===== src/hw/rtl/dbt_pkg.sv =====
// ----------------------------------------------------------------------------
// dbt_pkg
// Shared types and constants for the byte tokenizer.
// ----------------------------------------------------------------------------
package dbt_pkg;

    typedef enum logic [3:0] {
        M_IDLE  = 4'd0,
        M_SLASH = 4'd1,
        M_LCOM  = 4'd2,
        M_BCOM  = 4'd3,
        M_BSTAR = 4'd4,
        M_PAIR  = 4'd5,
        M_STR   = 4'd6,
        M_ESC   = 4'd7,
        M_INT   = 4'd8,
        M_IDOT  = 4'd9,
        M_FRAC  = 4'd10,
        M_IDENT = 4'd11
    } mode_t;

    localparam logic [5:0] K_ARROW   = 6'd14;
    localparam logic [5:0] K_MINUS   = 6'd15;
    localparam logic [5:0] K_EQEQ    = 6'd16;
    localparam logic [5:0] K_EQ      = 6'd17;
    localparam logic [5:0] K_NE      = 6'd18;
    localparam logic [5:0] K_BANG    = 6'd19;
    localparam logic [5:0] K_LE      = 6'd20;
    localparam logic [5:0] K_LT      = 6'd21;
    localparam logic [5:0] K_GE      = 6'd22;
    localparam logic [5:0] K_GT      = 6'd23;
    localparam logic [5:0] K_AND     = 6'd24;
    localparam logic [5:0] K_OR      = 6'd25;
    localparam logic [5:0] K_DOT     = 6'd9;
    localparam logic [5:0] K_SLASH   = 6'd26;
    localparam logic [5:0] K_STRING  = 6'd27;
    localparam logic [5:0] K_INT     = 6'd28;
    localparam logic [5:0] K_DEC     = 6'd29;
    localparam logic [5:0] K_IDENT   = 6'd30;
    localparam logic [5:0] K_DUR     = 6'd31;
    localparam logic [5:0] K_UNKNOWN = 6'd32;
    localparam logic [5:0] K_END     = 6'd33;
    localparam logic [5:0] K_NONE    = 6'd63;

    localparam logic [2:0] E_NONE    = 3'd0;
    localparam logic [2:0] E_AMP     = 3'd1;
    localparam logic [2:0] E_BAR     = 3'd2;
    localparam logic [2:0] E_BYTE    = 3'd3;
    localparam logic [2:0] E_COMMENT = 3'd4;
    localparam logic [2:0] E_STRING  = 3'd5;

    localparam logic [7:0] CH_P  = 8'h50;
    localparam logic [7:0] CH_T  = 8'h54;
    localparam logic [7:0] CH_US = 8'h5F;
    localparam logic [7:0] CH_LF = 8'h0A;

    // Which of up to three positions a token takes its start from.
    typedef enum logic [1:0] {
        P_BEGIN = 2'd0,
        P_CUR   = 2'd1,
        P_DOT   = 2'd2
    } pos_sel_t;

    // Which offset a token ends at.
    typedef enum logic [1:0] {
        E_AT_CUR  = 2'd0,
        E_AT_NEXT = 2'd1,
        E_AT_DOT  = 2'd2
    } end_sel_t;

    typedef struct packed {
        logic       valid;
        logic [5:0] kind;
        logic [2:0] err;
        pos_sel_t   pos;
        end_sel_t   fin;
    } tok_t;

    function automatic logic is_dig(input logic [7:0] c);
        return c >= 8'h30 && c <= 8'h39;
    endfunction

    function automatic logic is_alpha(input logic [7:0] c);
        return (c >= 8'h41 && c <= 8'h5A) || (c >= 8'h61 && c <= 8'h7A);
    endfunction

    function automatic logic [5:0] single_kind(input logic [7:0] c);
        case (c)
            8'h7B:   return 6'd0;
            8'h7D:   return 6'd1;
            8'h28:   return 6'd2;
            8'h29:   return 6'd3;
            8'h5B:   return 6'd4;
            8'h5D:   return 6'd5;
            8'h2C:   return 6'd6;
            8'h3A:   return 6'd7;
            8'h3B:   return 6'd8;
            8'h2E:   return 6'd9;
            8'h3F:   return 6'd10;
            8'h2B:   return 6'd11;
            8'h2A:   return 6'd12;
            8'h25:   return 6'd13;
            default: return K_NONE;
        endcase
    endfunction

endpackage


===== src/hw/rtl/dsl_byte_tokenizer_top.sv =====
// ----------------------------------------------------------------------------
// dsl_byte_tokenizer_top
// Streaming tokenizer: one source byte per transaction, up to three tokens out.
// ----------------------------------------------------------------------------
// Output: a token appears at the output in the cycle after its byte is accepted.
// Throughput: one byte per cycle when a byte causes at most one token and out_ready
// is high; a byte causing more tokens holds the input while the token queue drains.
// Reset: rst_n clears the mode, the position counters (line and column to 1) and the
// output queue; the end-of-text transaction restores the mode and the counters only.
module dsl_byte_tokenizer_top #(
    parameter int OFFSET_WIDTH = 32,
    parameter int LINE_WIDTH   = 24,
    parameter int COLUMN_WIDTH = 16
) (
    input  logic        clk,
    input  logic        rst_n,
    input  logic        in_valid,
    output logic        in_ready,
    input  logic [7:0]  text_byte,
    input  logic        end_of_text,
    output logic        out_valid,
    input  logic        out_ready,
    output logic [5:0]  token_kind,
    output logic [31:0] start_offset,
    output logic [31:0] token_length,
    output logic [23:0] start_line,
    output logic [15:0] start_column,
    output logic [2:0]  error_code,
    output logic        last_of_run
);

    localparam int OW = OFFSET_WIDTH;
    localparam int LW = LINE_WIDTH;
    localparam int CW = COLUMN_WIDTH;

    typedef struct packed {
        logic [5:0]  kind;
        logic [31:0] off;
        logic [31:0] len;
        logic [23:0] line;
        logic [15:0] col;
        logic [2:0]  err;
        logic        last;
    } res_t;

    dbt_pkg::mode_t mode_reg, mode_next;
    logic [7:0]  pend_reg, pend_next;
    logic [4:0]  df_reg, df_next;
    logic [OW-1:0] boff_reg, coff_reg, doff_reg;
    logic [LW-1:0] bline_reg, cline_reg, dline_reg;
    logic [CW-1:0] bcol_reg, ccol_reg, dcol_reg;
    logic [OW-1:0] noff;
    logic [LW-1:0] nline;
    logic [CW-1:0] ncol;

    logic          begin_load, dot_load;
    dbt_pkg::tok_t tk [3];
    res_t          rs [3];
    logic [2:0]    vmask;

    res_t        q_reg [3];
    logic [1:0]  cnt_reg;
    logic [1:0]  ncount;
    logic        acc, pop;

    dbt_scan u_scan (
        .mode        (mode_reg),
        .pend        (pend_reg),
        .dflags      (df_reg),
        .text_byte   (text_byte),
        .end_of_text (end_of_text),
        .mode_next   (mode_next),
        .pend_next   (pend_next),
        .dflags_next (df_next),
        .begin_load  (begin_load),
        .dot_load    (dot_load),
        .tok0        (tk[0]),
        .tok1        (tk[1]),
        .tok2        (tk[2])
    );

    assign noff  = (&coff_reg) ? coff_reg : coff_reg + 1'b1;
    assign nline = (text_byte == dbt_pkg::CH_LF && !(&cline_reg)) ? cline_reg + 1'b1
                                                                   : cline_reg;
    assign ncol  = (text_byte == dbt_pkg::CH_LF) ? CW'(1)
                 : ((&ccol_reg) ? ccol_reg : ccol_reg + 1'b1);

    always_comb
    begin
        logic [OW-1:0] so;
        logic [OW-1:0] eo;
        logic [LW-1:0] sl;
        logic [CW-1:0] sc;
        for (int i = 0; i < 3; i++)
        begin
            case (tk[i].pos)
                dbt_pkg::P_CUR:
                begin
                    so = coff_reg; sl = cline_reg; sc = ccol_reg;
                end
                dbt_pkg::P_DOT:
                begin
                    so = doff_reg; sl = dline_reg; sc = dcol_reg;
                end
                default:
                begin
                    so = boff_reg; sl = bline_reg; sc = bcol_reg;
                end
            endcase
            case (tk[i].fin)
                dbt_pkg::E_AT_NEXT: eo = noff;
                dbt_pkg::E_AT_DOT:  eo = doff_reg;
                default:            eo = coff_reg;
            endcase
            rs[i].kind = tk[i].kind;
            rs[i].err  = tk[i].err;
            rs[i].off  = 32'(so);
            rs[i].len  = (eo >= so) ? 32'(eo - so) : 32'd0;
            rs[i].line = 24'(sl);
            rs[i].col  = 16'(sc);
            rs[i].last = 1'b0;
            vmask[i]   = tk[i].valid;
        end
        if (vmask[2])
        begin
            rs[2].last = 1'b1;
        end
        else if (vmask[1])
        begin
            rs[1].last = 1'b1;
        end
        else
        begin
            rs[0].last = 1'b1;
        end
    end

    // Tokens are always packed from slot 0, so the count is the number of valid slots.
    assign ncount = vmask[2] ? 2'd3 : (vmask[1] ? 2'd2 : (vmask[0] ? 2'd1 : 2'd0));
    assign pop      = out_valid && out_ready;
    assign in_ready = (cnt_reg == 2'd0) || (cnt_reg == 2'd1 && out_ready);
    assign acc      = in_valid && in_ready;

    assign out_valid    = cnt_reg != 2'd0;
    assign token_kind   = q_reg[0].kind;
    assign start_offset = q_reg[0].off;
    assign token_length = q_reg[0].len;
    assign start_line   = q_reg[0].line;
    assign start_column = q_reg[0].col;
    assign error_code   = q_reg[0].err;
    assign last_of_run  = q_reg[0].last;

    always_ff @(posedge clk or negedge rst_n)
    begin
        if (!rst_n)
        begin
            cnt_reg <= 2'd0;
        end
        else if (acc)
        begin
            cnt_reg <= ncount;
        end
        else if (pop)
        begin
            cnt_reg <= cnt_reg - 2'd1;
        end
    end

    always_ff @(posedge clk)
    begin
        if (acc)
        begin
            q_reg[0] <= rs[0];
            q_reg[1] <= rs[1];
            q_reg[2] <= rs[2];
        end
        else if (pop)
        begin
            q_reg[0] <= q_reg[1];
            q_reg[1] <= q_reg[2];
        end
    end

    always_ff @(posedge clk or negedge rst_n)
    begin
        if (!rst_n)
        begin
            mode_reg  <= dbt_pkg::M_IDLE;
            pend_reg  <= '0;
            df_reg    <= '0;
            boff_reg  <= '0;
            bline_reg <= LW'(1);
            bcol_reg  <= CW'(1);
            coff_reg  <= '0;
            cline_reg <= LW'(1);
            ccol_reg  <= CW'(1);
            doff_reg  <= '0;
            dline_reg <= LW'(1);
            dcol_reg  <= CW'(1);
        end
        else if (acc)
        begin
            mode_reg <= mode_next;
            pend_reg <= pend_next;
            df_reg   <= df_next;
            if (end_of_text)
            begin
                boff_reg  <= '0;
                bline_reg <= LW'(1);
                bcol_reg  <= CW'(1);
                coff_reg  <= '0;
                cline_reg <= LW'(1);
                ccol_reg  <= CW'(1);
                doff_reg  <= '0;
                dline_reg <= LW'(1);
                dcol_reg  <= CW'(1);
            end
            else
            begin
                coff_reg  <= noff;
                cline_reg <= nline;
                ccol_reg  <= ncol;
                if (begin_load)
                begin
                    boff_reg  <= coff_reg;
                    bline_reg <= cline_reg;
                    bcol_reg  <= ccol_reg;
                end
                if (dot_load)
                begin
                    doff_reg  <= coff_reg;
                    dline_reg <= cline_reg;
                    dcol_reg  <= ccol_reg;
                end
            end
        end
    end

endmodule


===== src/hw/rtl/dbt_scan.sv =====
// ----------------------------------------------------------------------------
// dbt_scan
// Mode transition logic: decides the next mode and up to three tokens.
// ----------------------------------------------------------------------------
module dbt_scan (
    input  dbt_pkg::mode_t     mode,
    input  logic [7:0]         pend,
    input  logic [4:0]         dflags,
    input  logic [7:0]         text_byte,
    input  logic               end_of_text,
    output dbt_pkg::mode_t     mode_next,
    output logic [7:0]         pend_next,
    output logic [4:0]         dflags_next,
    output logic               begin_load,
    output logic               dot_load,
    output dbt_pkg::tok_t      tok0,
    output dbt_pkg::tok_t      tok1,
    output dbt_pkg::tok_t      tok2
);

    logic [7:0]    b;
    logic          ws;
    logic          do_start;
    logic [5:0]    sk;
    logic [4:0]    idf;
    logic          need_ok;
    dbt_pkg::tok_t pre0;
    dbt_pkg::tok_t pre1;
    dbt_pkg::tok_t st;
    dbt_pkg::tok_t pairf;
    dbt_pkg::tok_t end_tok;
    dbt_pkg::mode_t st_mode;
    logic [7:0]    st_pend;
    logic [4:0]    st_df;

    assign b = text_byte;
    assign ws = (b == 8'h20) || (b == 8'h09) || (b == 8'h0D) || (b == 8'h0A);
    assign sk = dbt_pkg::single_kind(b);
    assign need_ok = dflags[0] && dflags[4] && dflags[1] && dflags[2];

    function automatic dbt_pkg::tok_t mk(input logic [5:0] k, input logic [2:0] e,
                                         input dbt_pkg::pos_sel_t p,
                                         input dbt_pkg::end_sel_t f);
        dbt_pkg::tok_t t;
        t.valid = 1'b1;
        t.kind  = k;
        t.err   = e;
        t.pos   = p;
        t.fin   = f;
        return t;
    endfunction

    always_comb
    begin
        pairf = mk(dbt_pkg::K_UNKNOWN, dbt_pkg::E_BAR, dbt_pkg::P_BEGIN, dbt_pkg::E_AT_CUR);
        case (pend)
            8'h2D: pairf.kind = dbt_pkg::K_MINUS;
            8'h3D: pairf.kind = dbt_pkg::K_EQ;
            8'h21: pairf.kind = dbt_pkg::K_BANG;
            8'h3C: pairf.kind = dbt_pkg::K_LT;
            8'h3E: pairf.kind = dbt_pkg::K_GT;
            8'h26: pairf.err  = dbt_pkg::E_AMP;
            default: pairf.err = dbt_pkg::E_BAR;
        endcase
        if (pairf.kind != dbt_pkg::K_UNKNOWN)
        begin
            pairf.err = dbt_pkg::E_NONE;
        end
    end

    // Behaviour of a byte scanned from the idle mode; its start is the current position.
    always_comb
    begin
        st      = '0;
        st_mode = dbt_pkg::M_IDLE;
        st_pend = pend;
        st_df   = dflags;
        if (ws)
        begin
            st_mode = dbt_pkg::M_IDLE;
        end
        else if (sk != dbt_pkg::K_NONE)
        begin
            st = mk(sk, dbt_pkg::E_NONE, dbt_pkg::P_CUR, dbt_pkg::E_AT_NEXT);
        end
        else if (b == 8'h2F)
        begin
            st_mode = dbt_pkg::M_SLASH;
        end
        else if (b == 8'h2D || b == 8'h3D || b == 8'h21 || b == 8'h3C || b == 8'h3E
                 || b == 8'h26 || b == 8'h7C)
        begin
            st_mode = dbt_pkg::M_PAIR;
            st_pend = b;
        end
        else if (b == 8'h22)
        begin
            st_mode = dbt_pkg::M_STR;
        end
        else if (dbt_pkg::is_dig(b))
        begin
            st_mode = dbt_pkg::M_INT;
        end
        else if (dbt_pkg::is_alpha(b))
        begin
            st_mode = dbt_pkg::M_IDENT;
            st_df   = (b == dbt_pkg::CH_P) ? 5'b10001 : 5'b00000;
        end
        else
        begin
            st = mk(dbt_pkg::K_UNKNOWN, dbt_pkg::E_BYTE, dbt_pkg::P_CUR, dbt_pkg::E_AT_NEXT);
        end
    end

    always_comb
    begin
        idf = dflags;
        if (dflags[0])
        begin
            if (dbt_pkg::is_dig(b))
            begin
                idf[1] = 1'b1;
            end
            else if (b == dbt_pkg::CH_T)
            begin
                if (dflags[3])
                begin
                    idf[0] = 1'b0;
                end
                else
                begin
                    idf[3] = 1'b1;
                end
            end
            else if (b == 8'h44 || b == 8'h48 || b == 8'h4D || b == 8'h53)
            begin
                idf[2] = 1'b1;
            end
            else
            begin
                idf[0] = 1'b0;
            end
        end
    end

    always_comb
    begin
        mode_next   = mode;
        pend_next   = pend;
        dflags_next = dflags;
        begin_load  = 1'b0;
        dot_load    = 1'b0;
        pre0        = '0;
        pre1        = '0;
        end_tok     = '0;
        do_start    = 1'b0;
        tok0        = '0;
        tok1        = '0;
        tok2        = '0;
        if (end_of_text)
        begin
            mode_next   = dbt_pkg::M_IDLE;
            pend_next   = '0;
            dflags_next = '0;
            end_tok = mk(dbt_pkg::K_END, dbt_pkg::E_NONE, dbt_pkg::P_CUR, dbt_pkg::E_AT_CUR);
            unique case (mode)
                dbt_pkg::M_SLASH: pre0 = mk(dbt_pkg::K_SLASH, dbt_pkg::E_NONE,
                                             dbt_pkg::P_BEGIN, dbt_pkg::E_AT_CUR);
                dbt_pkg::M_BCOM, dbt_pkg::M_BSTAR: end_tok.err = dbt_pkg::E_COMMENT;
                dbt_pkg::M_PAIR:  pre0 = pairf;
                dbt_pkg::M_STR, dbt_pkg::M_ESC: pre0 = mk(dbt_pkg::K_STRING, dbt_pkg::E_STRING,
                                             dbt_pkg::P_BEGIN, dbt_pkg::E_AT_CUR);
                dbt_pkg::M_INT:   pre0 = mk(dbt_pkg::K_INT, dbt_pkg::E_NONE,
                                             dbt_pkg::P_BEGIN, dbt_pkg::E_AT_CUR);
                dbt_pkg::M_IDOT:
                begin
                    pre0 = mk(dbt_pkg::K_INT, dbt_pkg::E_NONE, dbt_pkg::P_BEGIN,
                              dbt_pkg::E_AT_DOT);
                    pre1 = mk(dbt_pkg::K_DOT, dbt_pkg::E_NONE, dbt_pkg::P_DOT,
                              dbt_pkg::E_AT_CUR);
                end
                dbt_pkg::M_FRAC:  pre0 = mk(dbt_pkg::K_DEC, dbt_pkg::E_NONE,
                                             dbt_pkg::P_BEGIN, dbt_pkg::E_AT_CUR);
                dbt_pkg::M_IDENT: pre0 = mk(need_ok ? dbt_pkg::K_DUR : dbt_pkg::K_IDENT,
                                             dbt_pkg::E_NONE, dbt_pkg::P_BEGIN,
                                             dbt_pkg::E_AT_CUR);
                default: ;
            endcase
            tok0 = pre0;
            tok1 = pre1;
            if (pre1.valid)
            begin
                tok2 = end_tok;
            end
            else if (pre0.valid)
            begin
                tok1 = end_tok;
            end
            else
            begin
                tok0 = end_tok;
            end
        end
        else
        begin
            unique case (mode)
                dbt_pkg::M_SLASH:
                begin
                    if (b == 8'h2F)
                    begin
                        mode_next = dbt_pkg::M_LCOM;
                    end
                    else if (b == 8'h2A)
                    begin
                        mode_next = dbt_pkg::M_BCOM;
                    end
                    else
                    begin
                        pre0 = mk(dbt_pkg::K_SLASH, dbt_pkg::E_NONE, dbt_pkg::P_BEGIN,
                                  dbt_pkg::E_AT_CUR);
                        do_start = 1'b1;
                    end
                end
                dbt_pkg::M_LCOM:
                begin
                    if (b == dbt_pkg::CH_LF)
                    begin
                        mode_next = dbt_pkg::M_IDLE;
                    end
                end
                dbt_pkg::M_BCOM:
                begin
                    if (b == 8'h2A)
                    begin
                        mode_next = dbt_pkg::M_BSTAR;
                    end
                end
                dbt_pkg::M_BSTAR:
                begin
                    if (b == 8'h2F)
                    begin
                        mode_next = dbt_pkg::M_IDLE;
                    end
                    else if (b != 8'h2A)
                    begin
                        mode_next = dbt_pkg::M_BCOM;
                    end
                end
                dbt_pkg::M_PAIR:
                begin
                    if (pend == 8'h2D && dbt_pkg::is_dig(b))
                    begin
                        mode_next = dbt_pkg::M_INT;
                    end
                    else if (pend == 8'h2D && b == 8'h3E)
                    begin
                        mode_next = dbt_pkg::M_IDLE;
                        pre0 = mk(dbt_pkg::K_ARROW, dbt_pkg::E_NONE, dbt_pkg::P_BEGIN,
                                  dbt_pkg::E_AT_NEXT);
                    end
                    else if (b == 8'h3D && (pend == 8'h3D || pend == 8'h21 || pend == 8'h3C
                             || pend == 8'h3E))
                    begin
                        mode_next = dbt_pkg::M_IDLE;
                        pre0 = mk(dbt_pkg::K_EQEQ, dbt_pkg::E_NONE, dbt_pkg::P_BEGIN,
                                  dbt_pkg::E_AT_NEXT);
                        case (pend)
                            8'h21:   pre0.kind = dbt_pkg::K_NE;
                            8'h3C:   pre0.kind = dbt_pkg::K_LE;
                            8'h3E:   pre0.kind = dbt_pkg::K_GE;
                            default: pre0.kind = dbt_pkg::K_EQEQ;
                        endcase
                    end
                    else if (pend == 8'h26 && b == 8'h26)
                    begin
                        mode_next = dbt_pkg::M_IDLE;
                        pre0 = mk(dbt_pkg::K_AND, dbt_pkg::E_NONE, dbt_pkg::P_BEGIN,
                                  dbt_pkg::E_AT_NEXT);
                    end
                    else if (pend == 8'h7C && b == 8'h7C)
                    begin
                        mode_next = dbt_pkg::M_IDLE;
                        pre0 = mk(dbt_pkg::K_OR, dbt_pkg::E_NONE, dbt_pkg::P_BEGIN,
                                  dbt_pkg::E_AT_NEXT);
                    end
                    else
                    begin
                        pre0 = pairf;
                        do_start = 1'b1;
                    end
                end
                dbt_pkg::M_STR:
                begin
                    if (b == 8'h5C)
                    begin
                        mode_next = dbt_pkg::M_ESC;
                    end
                    else if (b == 8'h22)
                    begin
                        mode_next = dbt_pkg::M_IDLE;
                        pre0 = mk(dbt_pkg::K_STRING, dbt_pkg::E_NONE, dbt_pkg::P_BEGIN,
                                  dbt_pkg::E_AT_NEXT);
                    end
                end
                dbt_pkg::M_ESC:
                begin
                    mode_next = dbt_pkg::M_STR;
                end
                dbt_pkg::M_INT:
                begin
                    if (b == 8'h2E)
                    begin
                        mode_next = dbt_pkg::M_IDOT;
                        dot_load  = 1'b1;
                    end
                    else if (!dbt_pkg::is_dig(b))
                    begin
                        pre0 = mk(dbt_pkg::K_INT, dbt_pkg::E_NONE, dbt_pkg::P_BEGIN,
                                  dbt_pkg::E_AT_CUR);
                        do_start = 1'b1;
                    end
                end
                dbt_pkg::M_IDOT:
                begin
                    if (dbt_pkg::is_dig(b))
                    begin
                        mode_next = dbt_pkg::M_FRAC;
                    end
                    else
                    begin
                        pre0 = mk(dbt_pkg::K_INT, dbt_pkg::E_NONE, dbt_pkg::P_BEGIN,
                                  dbt_pkg::E_AT_DOT);
                        pre1 = mk(dbt_pkg::K_DOT, dbt_pkg::E_NONE, dbt_pkg::P_DOT,
                                  dbt_pkg::E_AT_CUR);
                        do_start = 1'b1;
                    end
                end
                dbt_pkg::M_FRAC:
                begin
                    if (!dbt_pkg::is_dig(b))
                    begin
                        pre0 = mk(dbt_pkg::K_DEC, dbt_pkg::E_NONE, dbt_pkg::P_BEGIN,
                                  dbt_pkg::E_AT_CUR);
                        do_start = 1'b1;
                    end
                end
                dbt_pkg::M_IDENT:
                begin
                    if (dbt_pkg::is_alpha(b) || dbt_pkg::is_dig(b) || b == dbt_pkg::CH_US)
                    begin
                        dflags_next = idf;
                    end
                    else
                    begin
                        pre0 = mk(need_ok ? dbt_pkg::K_DUR : dbt_pkg::K_IDENT,
                                  dbt_pkg::E_NONE, dbt_pkg::P_BEGIN, dbt_pkg::E_AT_CUR);
                        do_start = 1'b1;
                    end
                end
                default:
                begin
                    do_start = 1'b1;
                end
            endcase
            tok0 = pre0;
            tok1 = pre1;
            if (do_start)
            begin
                begin_load  = 1'b1;
                mode_next   = st_mode;
                pend_next   = st_pend;
                dflags_next = st_df;
                if (pre1.valid)
                begin
                    tok2 = st;
                end
                else if (pre0.valid)
                begin
                    tok1 = st;
                end
                else
                begin
                    tok0 = st;
                end
            end
        end
    end

endmodule


===== config.mk =====
export PLATFORM = sky130hd
export DESIGN_NAME = dsl_byte_tokenizer_top
export DESIGN_NICKNAME = d
export VERILOG_FILES = /design/src/hw/rtl/dbt_pkg.sv /design/src/hw/rtl/dsl_byte_tokenizer_top.sv /design/src/hw/rtl/dbt_scan.sv
export SDC_FILE = /design/constraint.sdc
export NUM_CORES = 2
export LEC_CHECK = 0
export BUFFER_PORTS_ARGS = -buffer_cell sky130_fd_sc_hd__buf_2
export CAP_MARGIN = 10
export CORE_MARGIN = 1.5
export CORE_UTILIZATION = 50
export DETAILED_ROUTE_END_ITERATION = 16
export GPL_ROUTABILITY_DRIVEN = 0
export PLACE_DENSITY = 0.77
export REMOVE_ABC_BUFFERS = 1
export SETUP_SLACK_MARGIN = 0.3
export SLEW_MARGIN = 20
export SYNTH_ARGS = -nofsm -noshare
export SYNTH_HDL_FRONTEND = slang
export SYNTH_SLANG_ARGS = --single-unit

===== constraint.sdc =====
create_clock -name clk -period 11.9 [get_ports clk]
set_input_delay 2.38 -clock clk [delete_from_list [all_inputs] [get_ports clk]]
set_output_delay 2.38 -clock clk [all_outputs]
set_load 0.05 [all_outputs]

* Word level (Yosys, flattened, before mapping) *
Memories as Yosys holds them, arrays and structs flattened.
Cells that the tools add are included.

cells by class
  add/sub/neg operators = 7
  $lt $le $gt $ge = 9
  equality and inequality tests = 94
  mux-type cells = 174
  bitwise gates (word level) = 2
  reduce and logical (&&, ||, !) cells = 69

operators by type and width
  kind                   count
  $mux 14                42
  $pmux 32 s2            6
  $mux 32                9
  $mux 114               2
  $eq 8x6->1 const B     25
  $pmux 14 s7            2
  $mux 24                6
  $pmux 24 s2            3
  $eq 8x7->1 const B     14
  $mux 16                7
  $mux 4                 26
  $ge 32x32->1           3
  $pmux 16 s2            3
  $sub 32x32->32         3
  $pmux 6 s14            1
  $mux 5                 11
  $mux 8                 6
  $mux 1                 36
  $pmux 4 s9             1
  $add 32x1->32 const B  1
  $reduce_and 32->1      1
  $pmux 6 s5             1
  $ne 3x3->1 const B     9
  $mux 13                2
  other kinds (45)       135

storage, ports and cells
  bits in registers = 235
  RAM bits = 342
  bits of input ports = 13
  word-level logic and storage cells = 373
  memories = 1

memory list
  name   depth  width  read ports  clocked after memory_dff  write ports  line                          source
  q_reg  3      114    3           0                         3            dsl_byte_tokenizer_top.sv:61  res_t q_reg [3];

* Logic depth before layout (Yosys ltp) *
  depth after elaboration = 20
  mapped depth = 28
  depth with buffers taken out = 24

* By module *
A second synthesis with hierarchy kept.

unflattened totals
  cell total of the unflattened synthesis = 4,344
  area total of the unflattened synthesis = 37,307.0 sq um

by module, submodules not included
  module                  times used  cells an instance  area an instance (sq um)
  dsl_byte_tokenizer_top  1           3,981              35,161.2
  dbt_scan                1           363                2,145.8

* Worst setup path before layout *
Ideal clock, no wire load.

  path type = input to register
  start point = input out_ready
  end point = register cnt_reg[1]
  setup time = 0.088 ns
  arrival = 8.150 ns
  data required time = 11.812 ns
  setup slack = 3.662 ns
  cell stages on the path = 3
  path buffers = 0
  cell sequence = nand2_1 nand2_1 o221a_2

between the ends
  cells in the longest elaborated chain, start to end = 4
  elaborated cells on any way between the ends = 6
  classes of those cells = mux: 1; reduce/logical: 5

RTL lines
  what                                         line                           source
  from (decl)                                  dsl_byte_tokenizer_top.sv:22   input logic out_ready,
  $logic_and 1x1->1                            dsl_byte_tokenizer_top.sv:141  assign in_ready = (cnt_reg == 2'd0) || (cnt_reg == 2'd1 && out_ready);
  $logic_or 1x1->1                             dsl_byte_tokenizer_top.sv:141
  $logic_and 1x1->1                            dsl_byte_tokenizer_top.sv:142  assign acc = in_valid && in_ready;
  $mux 2 or $reduce_bool 2->1 (tied branches)  n/a
  to (signal assigned)                         dsl_byte_tokenizer_top.sv:161  cnt_reg <= ncount;
  to (signal assigned)                         dsl_byte_tokenizer_top.sv:165  cnt_reg <= cnt_reg - 2'd1;
  to (decl)                                    dsl_byte_tokenizer_top.sv:62   logic [1:0] cnt_reg;

Parallel ways exist; a longest one is shown, timed or not.
A chain may end at the register's enable or synchronous reset.

==> results.yml <==
final_layout:
  num-fill-cells: 5990
  drive_gt1_share_pct: 10.1
  n_antenna_cell: 0
  syn2layout_area_growth_pct: 6.87
  largest_reg_flops: 340
  nets: 3728
timing:
  slew_headroom_pct: 27.9
  finalClockSkew_ns: 0.0542
  period_share_pct: 78.8
  finalSetupViolCount: 0
  tightest_slew_ns: 1.08
  max_freq_mhz: 107
  finalHoldViolations: 0
  rsz0062_at_grt: "no"
  period_needed_ns: 9.38
  tns_ns: 0
  drv_slew: 0
yosys:
  synth_edf_count: 340
  synthTopCellsByArea: "edfxtp_1 (29%), dfrtp_1 (16%), nand2_1 (5.6%), o21ai_0 (4.5%), a21oi_1 (3.9%)"
  synth_seq_cells: 575
  yosysTopAreaCellShare_pct: 29.3
  syn-instance-count: 3751
  synth_area_um2: 34900
  avgSynthCellArea_um2: 9.29
  synth-main-ff-cell: "edfxtp_1"
  yosysSeqAreaShare_pct: 46.2
  synth_cell_type_count: 90
  synth_warnings: 0
  async_flop_share_pct: 40.9
  yosys.area.top_type: "edfxtp_1"
grt:
  grt_first_pass_wirelength_um: 152000
  grtUsageTotal_pct: 27.0
  gr-total-overflow: 0
  antenna_found_initial: 1
  grt_pass1_vias: 26900
  grt_start_max_net_pins: 213
clock_network:
  cts_buffer_depth: 3
  cts-htree-levels: 2
  post-cts-setup-buffer-count: 0
  cts_tree: "yes"
  cts_num_sinks: 575
  cts-root-buf: "clkbuf_16"
  cts_resized: 0
  ctsHoldBuffers: 0
  insertion_delay_ns: 0.68
  clk_pin_slew_ns: 0.06
  cts_buffers: 61
critical_path:
  r2r_start: "pend_reg[7]"
  cpMaxStageDelayCell: "o31ai_1"
  worstRegToRegCells: 25
  end_kind: "flop"
  worstSetupStartpointType: "primary input"
  cp.required_ns: 12.22
  cp_top_family: "compound AO/OA/AOI/OAI gates"
  crit_path_cell_trace: "buf_2, nor4bb_1, nand2_1, o211a_1, o221ai_2, nor3b_4, nand4_2, o21a_1, inv_1, ha_1, buf_4, inv_1, o31a_1, o22ai_1, ha_1, and4_1, and3_1, o21ai_0, o21a_1, and3_1, o31ai_1, o21ai_1, buf_4, o31ai_1"
  worstReg2RegEnd: "q_reg[0][179]"
  rrSetupSlack_ns: 3.87
  max_stage_delay_ns: 0.72
  crit_fanout: 38
  worst_ep_arrival_time_ns: 9.70
  cp_num_buf_inv: 5
  path_class: "in -> reg"
route:
  drt_iter0_drc: 3826
  drc_errors: 0
  dr.pass1.iters: 8
  ant_nets: 0
  routedWlPerCell_um: 21.2
  wirelength_um: 97300
  viasPerCell: 6.21
  dr_total_vias: 28500
floorplan:
  die_w_um: 267
  die_area_um2: 71300
  initial_core_util_pct: 50.6
  ios: 129
  num_rows: 96
  core_um2: 68800
  fp.dieH_um: 267
placed_design:
  io_buffer_count: 128
  dpl.hpwl_um: 63500
outcome:
  status: "finished, final reports clean"
min_path:
  whs_endpoint: "dline_reg[11]"
  hp-class: "reg -> reg"
  holdCritStartpoint: "dline_reg[11]"
  min_path_cells: 2
flow_run:
  drv_cap: 0
-- worst max-delay path by stage --
| stage | start | endpoint | slack, ns | cells past startpoint |
|---|---|---|---|---|
| floorplan | out_ready | q_reg[0][75] | -5.32 | 4 |
| global placement | text_byte[4] | q_reg[0][75] | 2.23 | 25 |
| detailed placement | text_byte[3] | q_reg[0][185] | 2.21 | 26 |
| CTS | text_byte[3] | q_reg[0][185] | 2.84 | 26 |
| global route | text_byte[4] | q_reg[0][185] | 2.20 | 26 |
| finish | text_byte[4] | q_reg[0][60] | 2.52 | 24 |
-- stage by stage --
| step | util [%] | setup WS (ns) | cells | hold WS (ns) | cell area (um^2) |
|---|---|---|---|---|---|
| floorplan | - | -5.32 | 3372 | 0.451 | 32900 |
| global placement | 51.0 | 2.23 | 4473 | 0.463 | 35100 |
| detailed placement | 51.0 | 2.21 | 4473 | 0.471 | 35100 |
| CTS | 54.0 | 2.84 | 4588 | 0.485 | 37200 |
| global route | 54.1 | 2.20 | 4590 | 0.506 | 37300 |
| finish | 54.1 | 2.52 | 4590 | 0.480 | 37300 |
-- layout make-up --
| type | instances | area [um^2] | share of cell area, % |
|---|---|---|---|
| repair buffers | 172 | 1060 | 2.84 |
| inverters | 112 | 425 | 1.14 |
| well taps | 931 | 1160 | 3.13 |
| multi-input cells | 2685 | 16400 | 44.1 |
| clock buffers | 84 | 1710 | 4.60 |
| clock inverters | 31 | 377 | 1.01 |
| flip-flops and latches | 575 | 16100 | 43.2 |
-- tightest hold or removal path, stage by stage (launching register included) --
cell	delay, ns
dfrtp_1	0.34
nand2_1	0.05
o21ai_0	0.06
-- metal layers --
metal	track usage (%)	vias up	wire, um
met5	0	-	0
met4	12.2	0	4700
met3	4.47	309	9560
met2	42.5	1629	44000
met1	36.5	13400	39100
li1	-	13100	-
-- logic make-up after synthesis --
logic type                 count (synthesis)  share of synthesized area, %
other                                      1                        0.0108
and+or+nand+nor                         1164                          14.7
adders and majority gates                108                          3.94
AOI/OAI and AO/OA                       1078                          19.0
buffers and inverters                    492                          6.98
xor gates and xnor gates                 175                          4.40
DFF                                      575                          46.2
muxes                                    158                          4.71
-- cell usage in the layout (no fill, tap or decap), types with 12 or more instances in the layout --
| cell type | n |
|---|---|
| ha_1 | 102 |
| clkbuf_1 | 13 |
| clkbuf_16 | 61 |
| a211oi_1 | 14 |
| o21ai_0 | 316 |
| o21ai_1 | 35 |
| o21a_1 | 18 |
| a31oi_1 | 27 |
| o211ai_1 | 12 |
| a22o_1 | 30 |
| a21o_1 | 44 |
| buf_4 | 39 |
| o22ai_1 | 65 |
| nand4_1 | 37 |
| nor3_1 | 57 |
| nand3_1 | 66 |
| buf_2 | 127 |
| nand2_1 | 515 |
| a22oi_1 | 73 |
| o31a_1 | 19 |
| mux2_2 | 43 |
| inv_1 | 105 |
| xor2_1 | 49 |
| nor2_1 | 327 |
| and2_1 | 16 |
| dfrtp_1 | 229 |
| a21oi_1 | 271 |
| nand2b_1 | 15 |
| and3_1 | 25 |
| clkinv_2 | 12 |
| xnor2_1 | 126 |
| mux2i_1 | 109 |
| a32oi_1 | 15 |
| or2_2 | 13 |
| o21bai_1 | 13 |
| o31ai_1 | 49 |
| nor2b_1 | 24 |
| nor4_1 | 12 |
| edfxtp_1 | 340 |
-- Yosys cell counts, drive strengths merged, types with 24 or more instances --
| master | count |
|---|---|
| edfxtp | 340 |
| buf | 168 |
| xor2 | 49 |
| inv | 106 |
| nor2 | 329 |
| and3 | 25 |
| mux2 | 49 |
| a22o | 30 |
| mux2i | 109 |
| nor2b | 24 |
| clkbuf | 212 |
| a21o | 45 |
| nand2 | 519 |
| ha | 105 |
| nand4 | 38 |
| a31oi | 29 |
| nor3 | 57 |
| o31ai | 49 |
| a22oi | 73 |
| a21oi | 272 |
| xnor2 | 126 |
| o22ai | 65 |
| o21ai | 353 |
| dfrtp | 229 |
| nand3 | 66 |
Power is left out: the tool's default activity adds up to more than one toggle a clock period on the data nets, which glitch-free logic cannot reach.
